<file path="src/hw/rtl/rls_pkg.sv">
// rls_pkg: shared types for the rgb lightness and saturation pipeline
// no dependencies; imported by every rls module and the top level
`default_nettype none

package rls_pkg;

  localparam int unsigned ChanW  = 8;
  localparam int unsigned DivSteps = 8;
  localparam int unsigned StepsPerStage = 2;
  localparam int unsigned DivStages = DivSteps / StepsPerStage;

  typedef logic [ChanW-1:0] chan_t;

  typedef struct packed {
    chan_t red;
    chan_t green;
    chan_t blue;
  } pixel_t;

  typedef struct packed {
    chan_t mx;
    chan_t mn;
  } extent_t;

  // long division word: partial remainder, remaining dividend bits shifting
  // out at the top while quotient bits shift in at the bottom
  typedef struct packed {
    chan_t light;
    chan_t den;
    chan_t rem;
    chan_t low;
  } div_t;

  // valid and ready of the handshake from one stage to the next
  typedef struct packed {
    logic valid;
    logic ready;
  } hs_t;

endpackage

`default_nettype wire

</file>
<file path="src/hw/rtl/rls_minmax.sv">
// rls_minmax: first stage, largest and smallest channel of the pixel
// depends on rls_pkg
`default_nettype none

module rls_minmax (
  input  wire logic           clk,
  input  wire logic           rst_n,
  input  wire logic           in_valid,
  output logic                in_ready,
  input  wire rls_pkg::pixel_t in_pix,
  output logic                out_valid,
  input  wire logic           out_ready,
  output rls_pkg::extent_t    out_ext
);
  import rls_pkg::*;

  logic    valid_r;
  extent_t ext_r;
  extent_t ext_nxt;
  chan_t   mx_rg;
  chan_t   mn_rg;

  always_comb begin
    mx_rg = (in_pix.green > in_pix.red) ? in_pix.green : in_pix.red;
    mn_rg = (in_pix.green < in_pix.red) ? in_pix.green : in_pix.red;
    ext_nxt.mx = (in_pix.blue > mx_rg) ? in_pix.blue : mx_rg;
    ext_nxt.mn = (in_pix.blue < mn_rg) ? in_pix.blue : mn_rg;
  end

  assign in_ready  = !valid_r || out_ready;
  assign out_valid = valid_r;
  assign out_ext   = ext_r;

  always_ff @(posedge clk) begin
    if (!rst_n) begin
      valid_r <= 1'b0;
    end else if (in_ready) begin
      valid_r <= in_valid;
    end
  end

  always_ff @(posedge clk) begin
    if (in_ready && in_valid) begin
      ext_r <= ext_nxt;
    end
  end

endmodule

`default_nettype wire

</file>
<file path="src/hw/rtl/rls_prep.sv">
// rls_prep: second stage, lightness, divisor and scaled chroma dividend
// depends on rls_pkg
`default_nettype none

module rls_prep (
  input  wire logic            clk,
  input  wire logic            rst_n,
  input  wire logic            in_valid,
  output logic                 in_ready,
  input  wire rls_pkg::extent_t in_ext,
  output logic                 out_valid,
  input  wire logic            out_ready,
  output rls_pkg::div_t        out_div
);
  import rls_pkg::*;

  localparam logic [ChanW:0] DenTop = (ChanW+1)'(510);
  localparam chan_t          HalfLevel = ChanW'(128);

  logic             valid_r;
  div_t             div_r;
  div_t             div_nxt;
  logic [ChanW:0]   sum;
  logic [ChanW:0]   den_hi;
  chan_t            chroma;
  logic [2*ChanW-1:0] dividend;

  always_comb begin
    sum      = {1'b0, in_ext.mx} + {1'b0, in_ext.mn};
    chroma   = in_ext.mx - in_ext.mn;
    den_hi   = DenTop - sum;
    // 255 * chroma
    dividend = {chroma, {ChanW{1'b0}}} - {{ChanW{1'b0}}, chroma};
    div_nxt.light = sum[ChanW:1];
    if (chroma == '0) begin
      // grey: zero dividend over one keeps the quotient at zero
      div_nxt.den = ChanW'(1);
    end else if (sum[ChanW:1] < HalfLevel) begin
      div_nxt.den = sum[ChanW-1:0];
    end else begin
      div_nxt.den = den_hi[ChanW-1:0];
    end
    div_nxt.rem = dividend[2*ChanW-1:ChanW];
    div_nxt.low = dividend[ChanW-1:0];
  end

  assign in_ready  = !valid_r || out_ready;
  assign out_valid = valid_r;
  assign out_div   = div_r;

  always_ff @(posedge clk) begin
    if (!rst_n) begin
      valid_r <= 1'b0;
    end else if (in_ready) begin
      valid_r <= in_valid;
    end
  end

  always_ff @(posedge clk) begin
    if (in_ready && in_valid) begin
      div_r <= div_nxt;
    end
  end

endmodule

`default_nettype wire

</file>
<file path="src/hw/rtl/rls_div_stage.sv">
// rls_div_stage: one pipeline stage of restoring division, two quotient bits
// depends on rls_pkg
`default_nettype none

module rls_div_stage (
  input  wire logic         clk,
  input  wire logic         rst_n,
  input  wire logic         in_valid,
  output logic              in_ready,
  input  wire rls_pkg::div_t in_div,
  output logic              out_valid,
  input  wire logic         out_ready,
  output rls_pkg::div_t     out_div
);
  import rls_pkg::*;

  logic valid_r;
  div_t div_r;
  div_t div_nxt;

  function automatic div_t div_step(input div_t d);
    div_t          o;
    logic [ChanW:0] t;
    o = d;
    t = {d.rem, d.low[ChanW-1]};
    if (t >= {1'b0, d.den}) begin
      t = t - {1'b0, d.den};
      o.low = {d.low[ChanW-2:0], 1'b1};
    end else begin
      o.low = {d.low[ChanW-2:0], 1'b0};
    end
    o.rem = t[ChanW-1:0];
    return o;
  endfunction

  always_comb begin
    div_nxt = in_div;
    for (int i = 0; i < StepsPerStage; i++) begin
      div_nxt = div_step(div_nxt);
    end
  end

  assign in_ready  = !valid_r || out_ready;
  assign out_valid = valid_r;
  assign out_div   = div_r;

  always_ff @(posedge clk) begin
    if (!rst_n) begin
      valid_r <= 1'b0;
    end else if (in_ready) begin
      valid_r <= in_valid;
    end
  end

  always_ff @(posedge clk) begin
    if (in_ready && in_valid) begin
      div_r <= div_nxt;
    end
  end

endmodule

`default_nettype wire

</file>
<file path="src/hw/rtl/rgb_lightness_saturation.sv">
// rgb_lightness_saturation: hsl lightness and saturation of 8-bit rgb pixels
// depends on rls_pkg, rls_minmax, rls_prep and rls_div_stage
// pipeline: min/max, prep, then the divide stages, each registered
// throughput: one pixel per cycle unless the output stalls; the divider is four stages of two quotient bits
// every stage stalls only when its successor holds a result that is not taken
// reset: synchronous active-low rst_n clears all stage valid bits
`default_nettype none

module rgb_lightness_saturation (
  input  wire logic        clk,
  input  wire logic        rst_n,
  input  wire logic        in_tvalid,
  output logic             in_tready,
  input  wire logic [23:0] in_tdata,   // red[7:0], green[15:8], blue[23:16]
  output logic             out_tvalid,
  input  wire logic        out_tready,
  output logic [15:0]      out_tdata   // lightness[7:0], saturation[15:8]
);
  import rls_pkg::*;

  pixel_t  pix;
  extent_t ext;
  hs_t     mm_hs;
  hs_t     pp_hs;
  hs_t     dv_hs [DivStages];
  div_t    pp_div;
  div_t    dv_div [DivStages];

  assign pix.red   = in_tdata[7:0];
  assign pix.green = in_tdata[15:8];
  assign pix.blue  = in_tdata[23:16];

  rls_minmax u_minmax (
    .clk       (clk),
    .rst_n     (rst_n),
    .in_valid  (in_tvalid),
    .in_ready  (in_tready),
    .in_pix    (pix),
    .out_valid (mm_hs.valid),
    .out_ready (mm_hs.ready),
    .out_ext   (ext)
  );

  rls_prep u_prep (
    .clk       (clk),
    .rst_n     (rst_n),
    .in_valid  (mm_hs.valid),
    .in_ready  (mm_hs.ready),
    .in_ext    (ext),
    .out_valid (pp_hs.valid),
    .out_ready (pp_hs.ready),
    .out_div   (pp_div)
  );

  for (genvar s = 0; s < DivStages; s++) begin : g_div
    if (s == 0) begin : g_first
      rls_div_stage u_div (
        .clk       (clk),
        .rst_n     (rst_n),
        .in_valid  (pp_hs.valid),
        .in_ready  (pp_hs.ready),
        .in_div    (pp_div),
        .out_valid (dv_hs[s].valid),
        .out_ready (dv_hs[s].ready),
        .out_div   (dv_div[s])
      );
    end else begin : g_next
      rls_div_stage u_div (
        .clk       (clk),
        .rst_n     (rst_n),
        .in_valid  (dv_hs[s-1].valid),
        .in_ready  (dv_hs[s-1].ready),
        .in_div    (dv_div[s-1]),
        .out_valid (dv_hs[s].valid),
        .out_ready (dv_hs[s].ready),
        .out_div   (dv_div[s])
      );
    end
  end

  assign dv_hs[DivStages-1].ready = out_tready;
  assign out_tvalid = dv_hs[DivStages-1].valid;
  assign out_tdata  = {dv_div[DivStages-1].low, dv_div[DivStages-1].light};

  a_extent_order: assert property (@(posedge clk) disable iff (!rst_n)
    mm_hs.valid |-> ext.mx >= ext.mn)
    else $error("max channel below min channel");

  a_den_nonzero: assert property (@(posedge clk) disable iff (!rst_n)
    pp_hs.valid |-> (pp_div.den != '0) && (pp_div.rem < pp_div.den))
    else $error("divider start word out of range");

  a_rem_bound: assert property (@(posedge clk) disable iff (!rst_n)
    out_tvalid |-> dv_div[DivStages-1].rem < dv_div[DivStages-1].den)
    else $error("final remainder not below divisor");

endmodule

`default_nettype wire
</file>
<file path="config.mk">
export PLATFORM = sky130hd
export DESIGN_NAME = rgb_lightness_saturation
export DESIGN_NICKNAME = d
export VERILOG_FILES = /design/src/hw/rtl/rls_pkg.sv /design/src/hw/rtl/rls_minmax.sv /design/src/hw/rtl/rls_prep.sv /design/src/hw/rtl/rls_div_stage.sv /design/src/hw/rtl/rgb_lightness_saturation.sv
export SDC_FILE = /design/constraint.sdc
export NUM_CORES = 1
export LEC_CHECK = 0
export ABC_CLOCK_PERIOD_IN_PS = 11670
export BUFFER_PORTS_ARGS = -buffer_cell sky130_fd_sc_hd__buf_4
export CORE_MARGIN = 2
export CORE_UTILIZATION = 55
export CTS_BUF_LIST = sky130_fd_sc_hd__clkbuf_4 sky130_fd_sc_hd__clkbuf_8
export CTS_CLUSTER_SIZE = 28
export DETAILED_ROUTE_END_ITERATION = 10
export PLACE_DENSITY_LB_ADDON = 0.2
export REMOVE_ABC_BUFFERS = 1
export SETUP_SLACK_MARGIN = 0.3
export SYNTH_ARGS = -nofsm -noshare
export SYNTH_HDL_FRONTEND = slang
export SYNTH_HIERARCHICAL = 1
export SYNTH_SLANG_ARGS = --single-unit
export TNS_END_PERCENT = 5
</file>
<file path="constraint.sdc">
create_clock -name clk -period 11.67 [get_ports clk]
set_input_delay 1.167 -clock clk [delete_from_list [all_inputs] [get_ports clk]]
set_output_delay 1.167 -clock clk [all_outputs]
set_load 0.02 [all_outputs]
</file>
==> results of run 1 <==
-- final timing paths --
kind	startpoint	end	slack [ps]	depth (start not counted)
max reg2reg	g_div[1].g_next.u_div/out_div[17]$_DFFE_PP_	g_div[2].g_next.u_div/out_div[14]$_DFFE_PP_	7070	14
min reg2reg	g_div[0].g_first.u_div/out_div[24]$_DFFE_PP_	g_div[1].g_next.u_div/out_div[24]$_DFFE_PP_	420	0
max	g_div[1].g_next.u_div/out_div[17]$_DFFE_PP_	g_div[2].g_next.u_div/out_div[14]$_DFFE_PP_	7070	14
min	g_div[0].g_first.u_div/out_div[24]$_DFFE_PP_	g_div[1].g_next.u_div/out_div[24]$_DFFE_PP_	420	0
-- routing by layer --
metal	part of all wire [%]	vias up
met5	0	-
met4	1.2	0
met3	3.0	19
met2	49	130
met1	47	3356
li1	-	3599
-- state kept, by name, summed over array words and instances, names as in the netlist --
signal / cells
g_div.g_first.u_div/out_valid: 1
u_prep/out_valid: 1
g_div.g_next.u_div/out_valid: 3
g_div.g_next.u_div/out_div: 80
u_minmax/out_ext: 16
g_div.g_first.u_div/out_div: 32
u_minmax/out_valid: 1
u_prep/out_div: 32
-- cell type report --
type,count,area (um2)
Clock buffer,17,234
Clock inverter,15,204
Fill cell,1642,7510
Inverter,109,412
Multi-Input combinational cell,648,5530
Sequential cell,166,4920
Tap cell,265,332
Timing Repair Buffer,50,375
-- per-stage QoR --
stage | instance area, um2 | hold WS [ps] | worst slack (ps)
after global routing | 12000 | 431 | 6760
after detailed placement | 11600 | 405 | 6810
after floorplan | 10900 | 400 | 7020
after global placement | 11600 | 401 | 6870
after CTS | 12000 | 423 | 7070
final | 12000 | 423 | 7070
-- worst reg2reg max path, cell delays in order, from the launching register on --
cell,delay (ps)
edfxtp_1,420
inv_1,200
ha_1,300
nor2b_4,150
o31ai_4,300
a311oi_4,230
or2_1,430
a21oi_1,390
ha_1,330
nor2b_1,150
o31a_1,290
o211ai_1,270
o311ai_2,170
a21oi_4,380
mux2_4,340
-- power by group --
group | total, mW | switching, mW | internal, mW | leakage, nW
combinational | 1.05 | 0.557 | 0.490 | 3.11
sequential | 0.790 | 0.0274 | 0.763 | 1.52
clock | 0.430 | 0.245 | 0.186 | 0.214
total | 2.27 | 0.829 | 1.44 | 4.85
-- layout by cell type (no fill, tap or decap), types with 4 or more instances in the layout --
cell	count
nor2_1	48
nand3_1	11
a211o_1	6
a211oi_1	5
and2_1	7
dfxtp_1	6
xor2_1	11
nor2b_1	7
a21boi_0	10
xnor2_1	28
mux2_4	22
clkinv_8	6
nor4_1	5
mux2i_1	31
a21oi_1	60
o31ai_1	9
nor3b_1	9
buf_4	50
o21ai_1	9
nor2_2	4
fa_1	9
nor3_1	11
inv_1	107
nand4_1	9
o21ai_0	36
and3_1	4
a21o_1	14
a31oi_1	6
inv_6	4
ha_1	104
a2bb2oi_1	4
a211oi_2	5
mux2_2	4
nand2_1	27
clkbuf_8	17
nand2b_1	12
or2_2	4
edfxtp_1	160
o21a_1	17
==> results.cfg, run 1 <==
[logic_synthesis]
netlist_instances = 938
syn_area_per_cell_um2 = 11.7
ys_warn_count = 6
netlist_area_um2 = 11000

[floorplan]
dieArea_um2 = 21100
std_cell_rows = 51
io_pins = 46
die_w_um = 145
coreArea_um2 = 19500
initial_core_util_pct = 56.3
die_h_um = 145

[clock_tree]
cts_buffers = 17
htreeDepth = 4
cts.sinks = 166
postCtsResizedCells = 0
cts_setup_buffers = 0
cts_tree = yes
clk_pin_slew_ps = 100
cts.hold.buffers_added = 0
cts_root_buf = clkbuf_8
clk_latency_ps = 460
clockBufferDepth = 2

[place]
hpwlAfterDp_um = 16000
place.gp.congestion = 0.857
placed_cells = 1238
port_buffers = 45

[global_routing]
grt_use_met2_pct = 34.7
antenna_found_initial = 0
track_usage_pct = 20.0
grt.met1_usage_pct = 26.3
grt_pass1_wl_um = 34300
busiest_layer = met2
overflow = 0
grt_pass1_vias = 6943
grt_max_degree = 33
met3_usage_pct = 3.01

[critical_path]
start_kind = flip-flop
crit_slowest_cell = or2_1
crit_buf_inv = 1
max_stage_delay_ps = 430
critical_path_class = reg -> reg
required_ps = 11870
crit_arrival_ps = 4800
crit_path_end_kind = flip-flop
crit_family = compound AO/OA/AOI/OAI gates
cpMostUsedCell = ha_1
cp_max_fo = 10
cp_cell_sequence = inv_1, ha_1, nor2b_4, o31ai_4, a311oi_4, or2_1, a21oi_1, ha_1, nor2b_1, o31a_1, o211ai_1, o311ai_2, a21oi_4, mux2_4

[power]
powerDensity_nw_per_um2 = 189
total_power_mw = 2.27
ir_drop_mv = 0.103
power.leakage_nw = 4.85

[routing]
vias = 7104
routed_wl_um = 20400
drcViolationCount = 0
vias_per_cell = 5.59
ant_nets = 0
drt_iter0_drc = 328
wl_per_cell_um = 16.1
drtPass1Iterations = 5

[layout]
stdcell_count = 1270
nNetsFinal = 1133
diodes = 0
layout-drive-gt1-share_pct = 17.5
areaGrowthSynthToFinish_pct = 9.26
postLayoutCoreUtil_pct = 61.5

[sta]
fin_crit_ps = 4600
slew_violations = 0
hold_viol = 0
rsz0062_at_grt = no
fin_setup_tns_ps = 0
max_freq_ghz = 0.217
setup_viol = 0
fin_skew_ps = 18.4
max_slew_margin_pct = 49.6
final.period_utilization_pct = 39.4
worst_pin_slew_ps = 757

[status]
status = finished clean

[flow_run]
cap_violations = 0

[worst_hold_path]
holdCritPathClass = reg -> reg
No activity file was read; power rests on OpenSTA's default activity.
==> inputs of run 2 (changes only) <==
--- a/config.mk
+++ b/config.mk
@@ -5,7 +5,7 @@
 export SDC_FILE = /design/constraint.sdc
 export NUM_CORES = 1
 export LEC_CHECK = 0
-export ABC_CLOCK_PERIOD_IN_PS = 11670
+export ABC_CLOCK_PERIOD_IN_PS = 4700
 export BUFFER_PORTS_ARGS = -buffer_cell sky130_fd_sc_hd__buf_4
 export CORE_MARGIN = 2
 export CORE_UTILIZATION = 55
==> constraint.sdc (replaced) <==
create_clock -name clk -period 4.7 [get_ports clk]
set_input_delay 0.47 -clock clk [delete_from_list [all_inputs] [get_ports clk]]
set_output_delay 0.47 -clock clk [all_outputs]
set_load 0.02 [all_outputs]
==> run 2 against run 1 <==
Effect of this change: final area is 0.39% higher; sequential power is 150% higher; die area stayed put; final cell count is 0.39% higher.
==> results.cfg, run 2 (synthesis gave the netlist of run 1 again) <==
[status]
status = finished clean

[place]
place.gp.congestion = 0.879
dp_slack_ps = 351
hpwlAfterDp_um = 16200
port_buffers = 45
postPlaceCellArea_um2 = 11600

[layout]
postLayoutCoreUtil_pct = 61.8
areaGrowthSynthToFinish_pct = 9.68
design_area_um2 = 12100
final_cell_mix = edfxtp_1, inv_1, ha_1, a21oi_1, buf_4
diodes = 0
layout-drive-gt1-share_pct = 18.2
final_common_cell = edfxtp_1
largest_register_ffs = 80
nNetsFinal = 1138

[power]
total_power_mw = 5.67
power.leakage_nw = 4.87
ir_drop_mv = 0.267
powerDensity_nw_per_um2 = 470

[sta]
fin_crit_ps = 4180
hold_viol = 0
final.period_utilization_pct = 89.0
setup_viol = 0
worst_pin_slew_ps = 736
max_slew_margin_pct = 51.0
fin_setup_tns_ps = 0
setup_slack_ps = 517
slew_violations = 0
fin_skew_ps = 14.3
rsz0062_at_grt = yes
max_freq_ghz = 0.239

[critical_path]
start_kind = flip-flop
worstReg2RegStart = g_div[0].g_first.u_div/out_div[21]$_DFFE_PP_
r2r_setup_slack_ps = 520
worstRegToRegCells = 14
crit_arrival_ps = 4420
required_ps = 4930
cp_max_fo = 11
worst_r2r_endpoint = g_div[1].g_next.u_div/out_div[12]$_DFFE_PP_
crit_path_end_kind = flip-flop
critical_path_class = reg -> reg

[floorplan]
coreArea_um2 = 19500
initial_core_util_pct = 56.3
dieArea_um2 = 21100
die_h_um = 145
die_w_um = 145
std_cell_rows = 51
io_pins = 46

[clock_tree]
cts.sinks = 166
cts.hold.buffers_added = 0
clk_latency_ps = 470
htreeDepth = 4
cts_root_buf = clkbuf_8
cts_buffers = 17
cts_tree = yes
clk_pin_slew_ps = 100
clockBufferDepth = 2

[routing]
highest_layer = met4
wl_per_cell_um = 16.2
vias_per_cell = 5.64
drcViolationCount = 0
ant_nets = 0
drt_iter0_drc = 404
vias = 7186
wl_met2_um = 9990
wl_met3_um = 779
routed_wl_um = 20700
drtPass1Iterations = 5
m1WireLength_um = 9610

[worst_hold_path]
whs_endpoint = u_minmax/out_valid$_SDFFE_PN0N_
holdCritPathClass = in -> reg
hp-start = in_tvalid
worstHoldPathCells = 3

[global_routing]
track_usage_pct = 20.1
antenna_found_initial = 0
grt_max_degree = 33
overflow = 0
grt_pass1_vias = 6998
grt_pass1_wl_um = 34500

[flow_run]
cap_violations = 0
==> run 2: cell count changes in the layout (fill, tap and decap cells not counted), moves of 3 or more <==
| cell | previous run | this run |
|---|---|---|
| clkinv_8 | 6 | 3 |
| clkinv_4 | 0 | 4 |
| inv_6 | 4 | 0 |
| buf_4 | 50 | 54 |
| inv_8 | 3 | 6 |
==> run 2: cell type report <==
cell class / instances / area, um2
repair buffers: 55 / 425
clock buffers: 17 / 234
flip-flops and latches: 166 / 4920
inverters: 109 / 412
fillers: 1596 / 7470
well taps: 265 / 332
multi-input cells: 648 / 5540
clock inverters: 15 / 189
==> run 2: critical path: stages, from the launching register on <==
cell	delay, ps
edfxtp_1	410
inv_1	120
ha_1	360
and4_1	280
nand2_1	70
o221a_2	330
inv_1	200
mux2_2	370
ha_1	350
nand4_1	110
nor2_1	90
a2111oi_4	340
mux2i_2	160
a21oi_4	390
mux2_4	340
==> run 2: report_power, final <==
part           internal (mW)  switching, mW  total (mW)
clock                  0.454          0.600        1.05
sequential              1.89         0.0677        1.96
combinational           1.24           1.41        2.66
total                   3.59           2.08        5.67
==> run 2: per-layer routing <==
layer	vias up	GRT usage (%)
li1	3615	-
met1	3398	26.9
met2	154	33.9
met3	19	3.42
met4	0	6.08
met5	-	0
==> run 2: worst max path at each step <==
stage / startpoint / end / slack (ps) / depth (start not counted)
after detailed placement: g_div[1].g_next.u_div/out_div[17]$_DFFE_PP_ / g_div[2].g_next.u_div/out_div[11]$_DFFE_PP_ / 350 / 14
after global placement: g_div[1].g_next.u_div/out_div[9]$_DFFE_PP_ / g_div[2].g_next.u_div/out_div[10]$_DFFE_PP_ / 430 / 12
final: g_div[0].g_first.u_div/out_div[21]$_DFFE_PP_ / g_div[1].g_next.u_div/out_div[12]$_DFFE_PP_ / 520 / 14
after floorplan: in_tdata[7] / u_minmax/out_ext[8]$_DFFE_PP_ / 750 / 13
after global routing: u_prep/out_div[17]$_SDFFCE_PN0P_ / g_div[0].g_first.u_div/out_div[9]$_DFFE_PP_ / 240 / 15
after CTS: g_div[1].g_next.u_div/out_div[17]$_DFFE_PP_ / g_div[2].g_next.u_div/out_div[11]$_DFFE_PP_ / 330 / 14
==> run 2: repair_timing <==
item,in CTS,in global routing
gates resized for setup,0,3
endpoints found under the setup margin,0,17
buffers inserted,0,3
==> run 2: through the flow <==
step	hold slack, ps	cells
floorplan	400	923
global placement	401	1240
detailed placement	405	1240
CTS	241	1272
global route	263	1275
finish	266	1275
==> inputs of run 3 (changes only) <==
--- a/config.mk
+++ b/config.mk
@@ -8,7 +8,7 @@
 export ABC_CLOCK_PERIOD_IN_PS = 4700
 export BUFFER_PORTS_ARGS = -buffer_cell sky130_fd_sc_hd__buf_4
 export CORE_MARGIN = 2
-export CORE_UTILIZATION = 55
+export CORE_UTILIZATION = 40
 export CTS_BUF_LIST = sky130_fd_sc_hd__clkbuf_4 sky130_fd_sc_hd__clkbuf_8
 export CTS_CLUSTER_SIZE = 28
 export DETAILED_ROUTE_END_ITERATION = 10
==> run 3 against run 2 <==
Effect of this change: via count is 1.8% lower; first-iteration DRC count up 18%; clock-buffer cell count is the same; flip-flop and latch count is the same; final cell count up 6.0%; core utilization fell by 17 points; sequential share of layout area down 0.37 points; final area is 0.92% higher; clock power is essentially flat; critical endpoint is now g_div[2].g_next.u_div/out_div[9]$_DFFE_PP_; largest cell class unchanged; largest power group unchanged.
==> results.cfg, run 3 (synthesis gave the netlist of run 1 again) <==
[routing]
drtPass1Iterations = 5
ant_nets = 0
drt_iter0_drc = 477
drcViolationCount = 0
vias = 7056
vias_per_cell = 5.22
routed_wl_um = 21400
wl_per_cell_um = 15.8

[power]
power.leakage_nw = 4.88
pwr-share-comb_pct = 46.5
power.switching_mw = 2.13
powerDensity_nw_per_um2 = 468
p_int_mw = 3.57
switching_share_pct = 37.4
p_seq_share_pct = 34.5
ir_drop_mv = 0.162
pwr-share-clk_pct = 19.0
total_power_mw = 5.70

[sta]
hold_viol = 0
max_freq_ghz = 0.241
fin_crit_ps = 4150
fin_setup_tns_ps = 0
worst_pin_slew_ps = 768
final.period_utilization_pct = 88.3
fin_skew_ps = 21.7
setup_slack_ps = 548
slew_violations = 0
fin_hold_ws_ps = 256
rsz0062_at_grt = yes
setup_viol = 0
max_slew_margin_pct = 48.8

[layout]
diodes = 0
design_area_um2 = 12200
final_cell_mix = edfxtp_1, inv_1, ha_1, a21oi_1, buf_4
largest_register_ffs = 80
layout-drive-gt1-share_pct = 18.3
stdcell_count = 1351
postLayoutCoreUtil_pct = 45.2
areaGrowthSynthToFinish_pct = 10.7
nNetsFinal = 1138
final_common_cell = edfxtp_1
fill_cells = 2485

[clock_tree]
cts_tree = yes
clk_pin_slew_ps = 110
cts_buffers = 17
clockBufferDepth = 2
cts_root_buf = clkbuf_8
cts.sinks = 166
htreeDepth = 4
clk_latency_ps = 460

[global_routing]
grt_pass1_vias = 7060
overflow = 0
grt_max_degree = 33
antenna_found_initial = 0
grt_pass1_wl_um = 35700
track_usage_pct = 15.7

[status]
status = finished clean

[worst_hold_path]
holdCritPathClass = in -> reg

[place]
dp_slack_ps = 357
place.gp.congestion = 0.811
hpwlAfterDp_um = 17100
postPlaceCellArea_um2 = 11700
port_buffers = 45
placed_cells = 1315

[critical_path]
start_kind = flip-flop
critical_path_class = reg -> reg
crit_arrival_ps = 4360
crit_path_end_kind = flip-flop
required_ps = 4900
cp_max_fo = 10

[floorplan]
initial_core_util_pct = 40.8
coreArea_um2 = 27000
dieArea_um2 = 28800
die_w_um = 170
die_h_um = 170
io_pins = 46
std_cell_rows = 60

[flow_run]
cap_violations = 0
==> run 3: changes by cell type in the layout (fill, tap and decap cells not counted), sizes merged <==
| cell | previous run | this run |
|---|---|---|
| clkinv | 7 | 5 |
| inv | 115 | 119 |
| clkinvlp | 1 | 0 |
| bufinv | 1 | 0 |
==> run 3: worst paths after layout <==
path | from | end | slack (ps) | depth (start not counted)
worst min register to register | u_prep/out_div[3]$_DFFE_PP_ | g_div[0].g_first.u_div/out_div[5]$_DFFE_PP_ | 420 | 0
worst max register to register | g_div[1].g_next.u_div/out_div[22]$_DFFE_PP_ | g_div[2].g_next.u_div/out_div[9]$_DFFE_PP_ | 550 | 14
worst max-delay path | g_div[1].g_next.u_div/out_div[22]$_DFFE_PP_ | g_div[2].g_next.u_div/out_div[9]$_DFFE_PP_ | 550 | 14
worst min-delay path | in_tvalid | u_minmax/out_valid$_SDFFE_PN0N_ | 260 | 3
==> run 3: critical path, cell delays in order (launching register included) <==
cell and delay (ps):
edfxtp_1 440, inv_1 130, ha_1 300, a21o_1 180, a211o_1 420, or2_4 360
a21oi_1 310, ha_1 310, nor2b_1 140, o31a_1 280, o211ai_1 250, o311ai_2 170
a21oi_4 160, buf_12 150, mux2_4 290
==> run 3: area by class of cell <==
| type | instances | area (um2) | share of cell area, % |
|---|---|---|---|
| sequential | 166 | 4920 | 40.5 |
| clock inverter | 15 | 204 | 1.68 |
| multi-input combinational | 648 | 5550 | 45.6 |
| tap | 341 | 427 | 3.51 |
| clock buffer | 17 | 234 | 1.92 |
| timing repair buffer | 55 | 425 | 3.50 |
| inverter | 109 | 412 | 3.38 |
==> run 3: power groups by stage <==
| stage | Clock, mW | Sequential [mW] | Combinational, mW |
|---|---|---|---|
| 2_1_floorplan | 0 | 1.97 | 2.10 |
| 3_3_place_gp | 0 | 2.00 | 2.61 |
| 3_5_place_dp | 0 | 2.00 | 2.63 |
| 4_1_cts | 1.12 | 1.97 | 2.64 |
| 5_1_grt | 1.18 | 1.98 | 2.94 |
| 6_report | 1.08 | 1.96 | 2.65 |
==> run 3: routing by layer <==
layer / share of wire, % / GRT usage (%)
met4: 1.4 / 4.38
met5: 0 / 0
met3: 2.6 / 2.59
met1: 47 / 20.6
met2: 49 / 26.9
==> run 3: repair_timing <==
item / CTS / global route
buffers inserted: 0 / 4
resized for setup: 0 / 4
hold buffers: 0 / 0
endpoints found under the setup margin: 0 / 17
endpoints found under the hold margin: 0 / 0
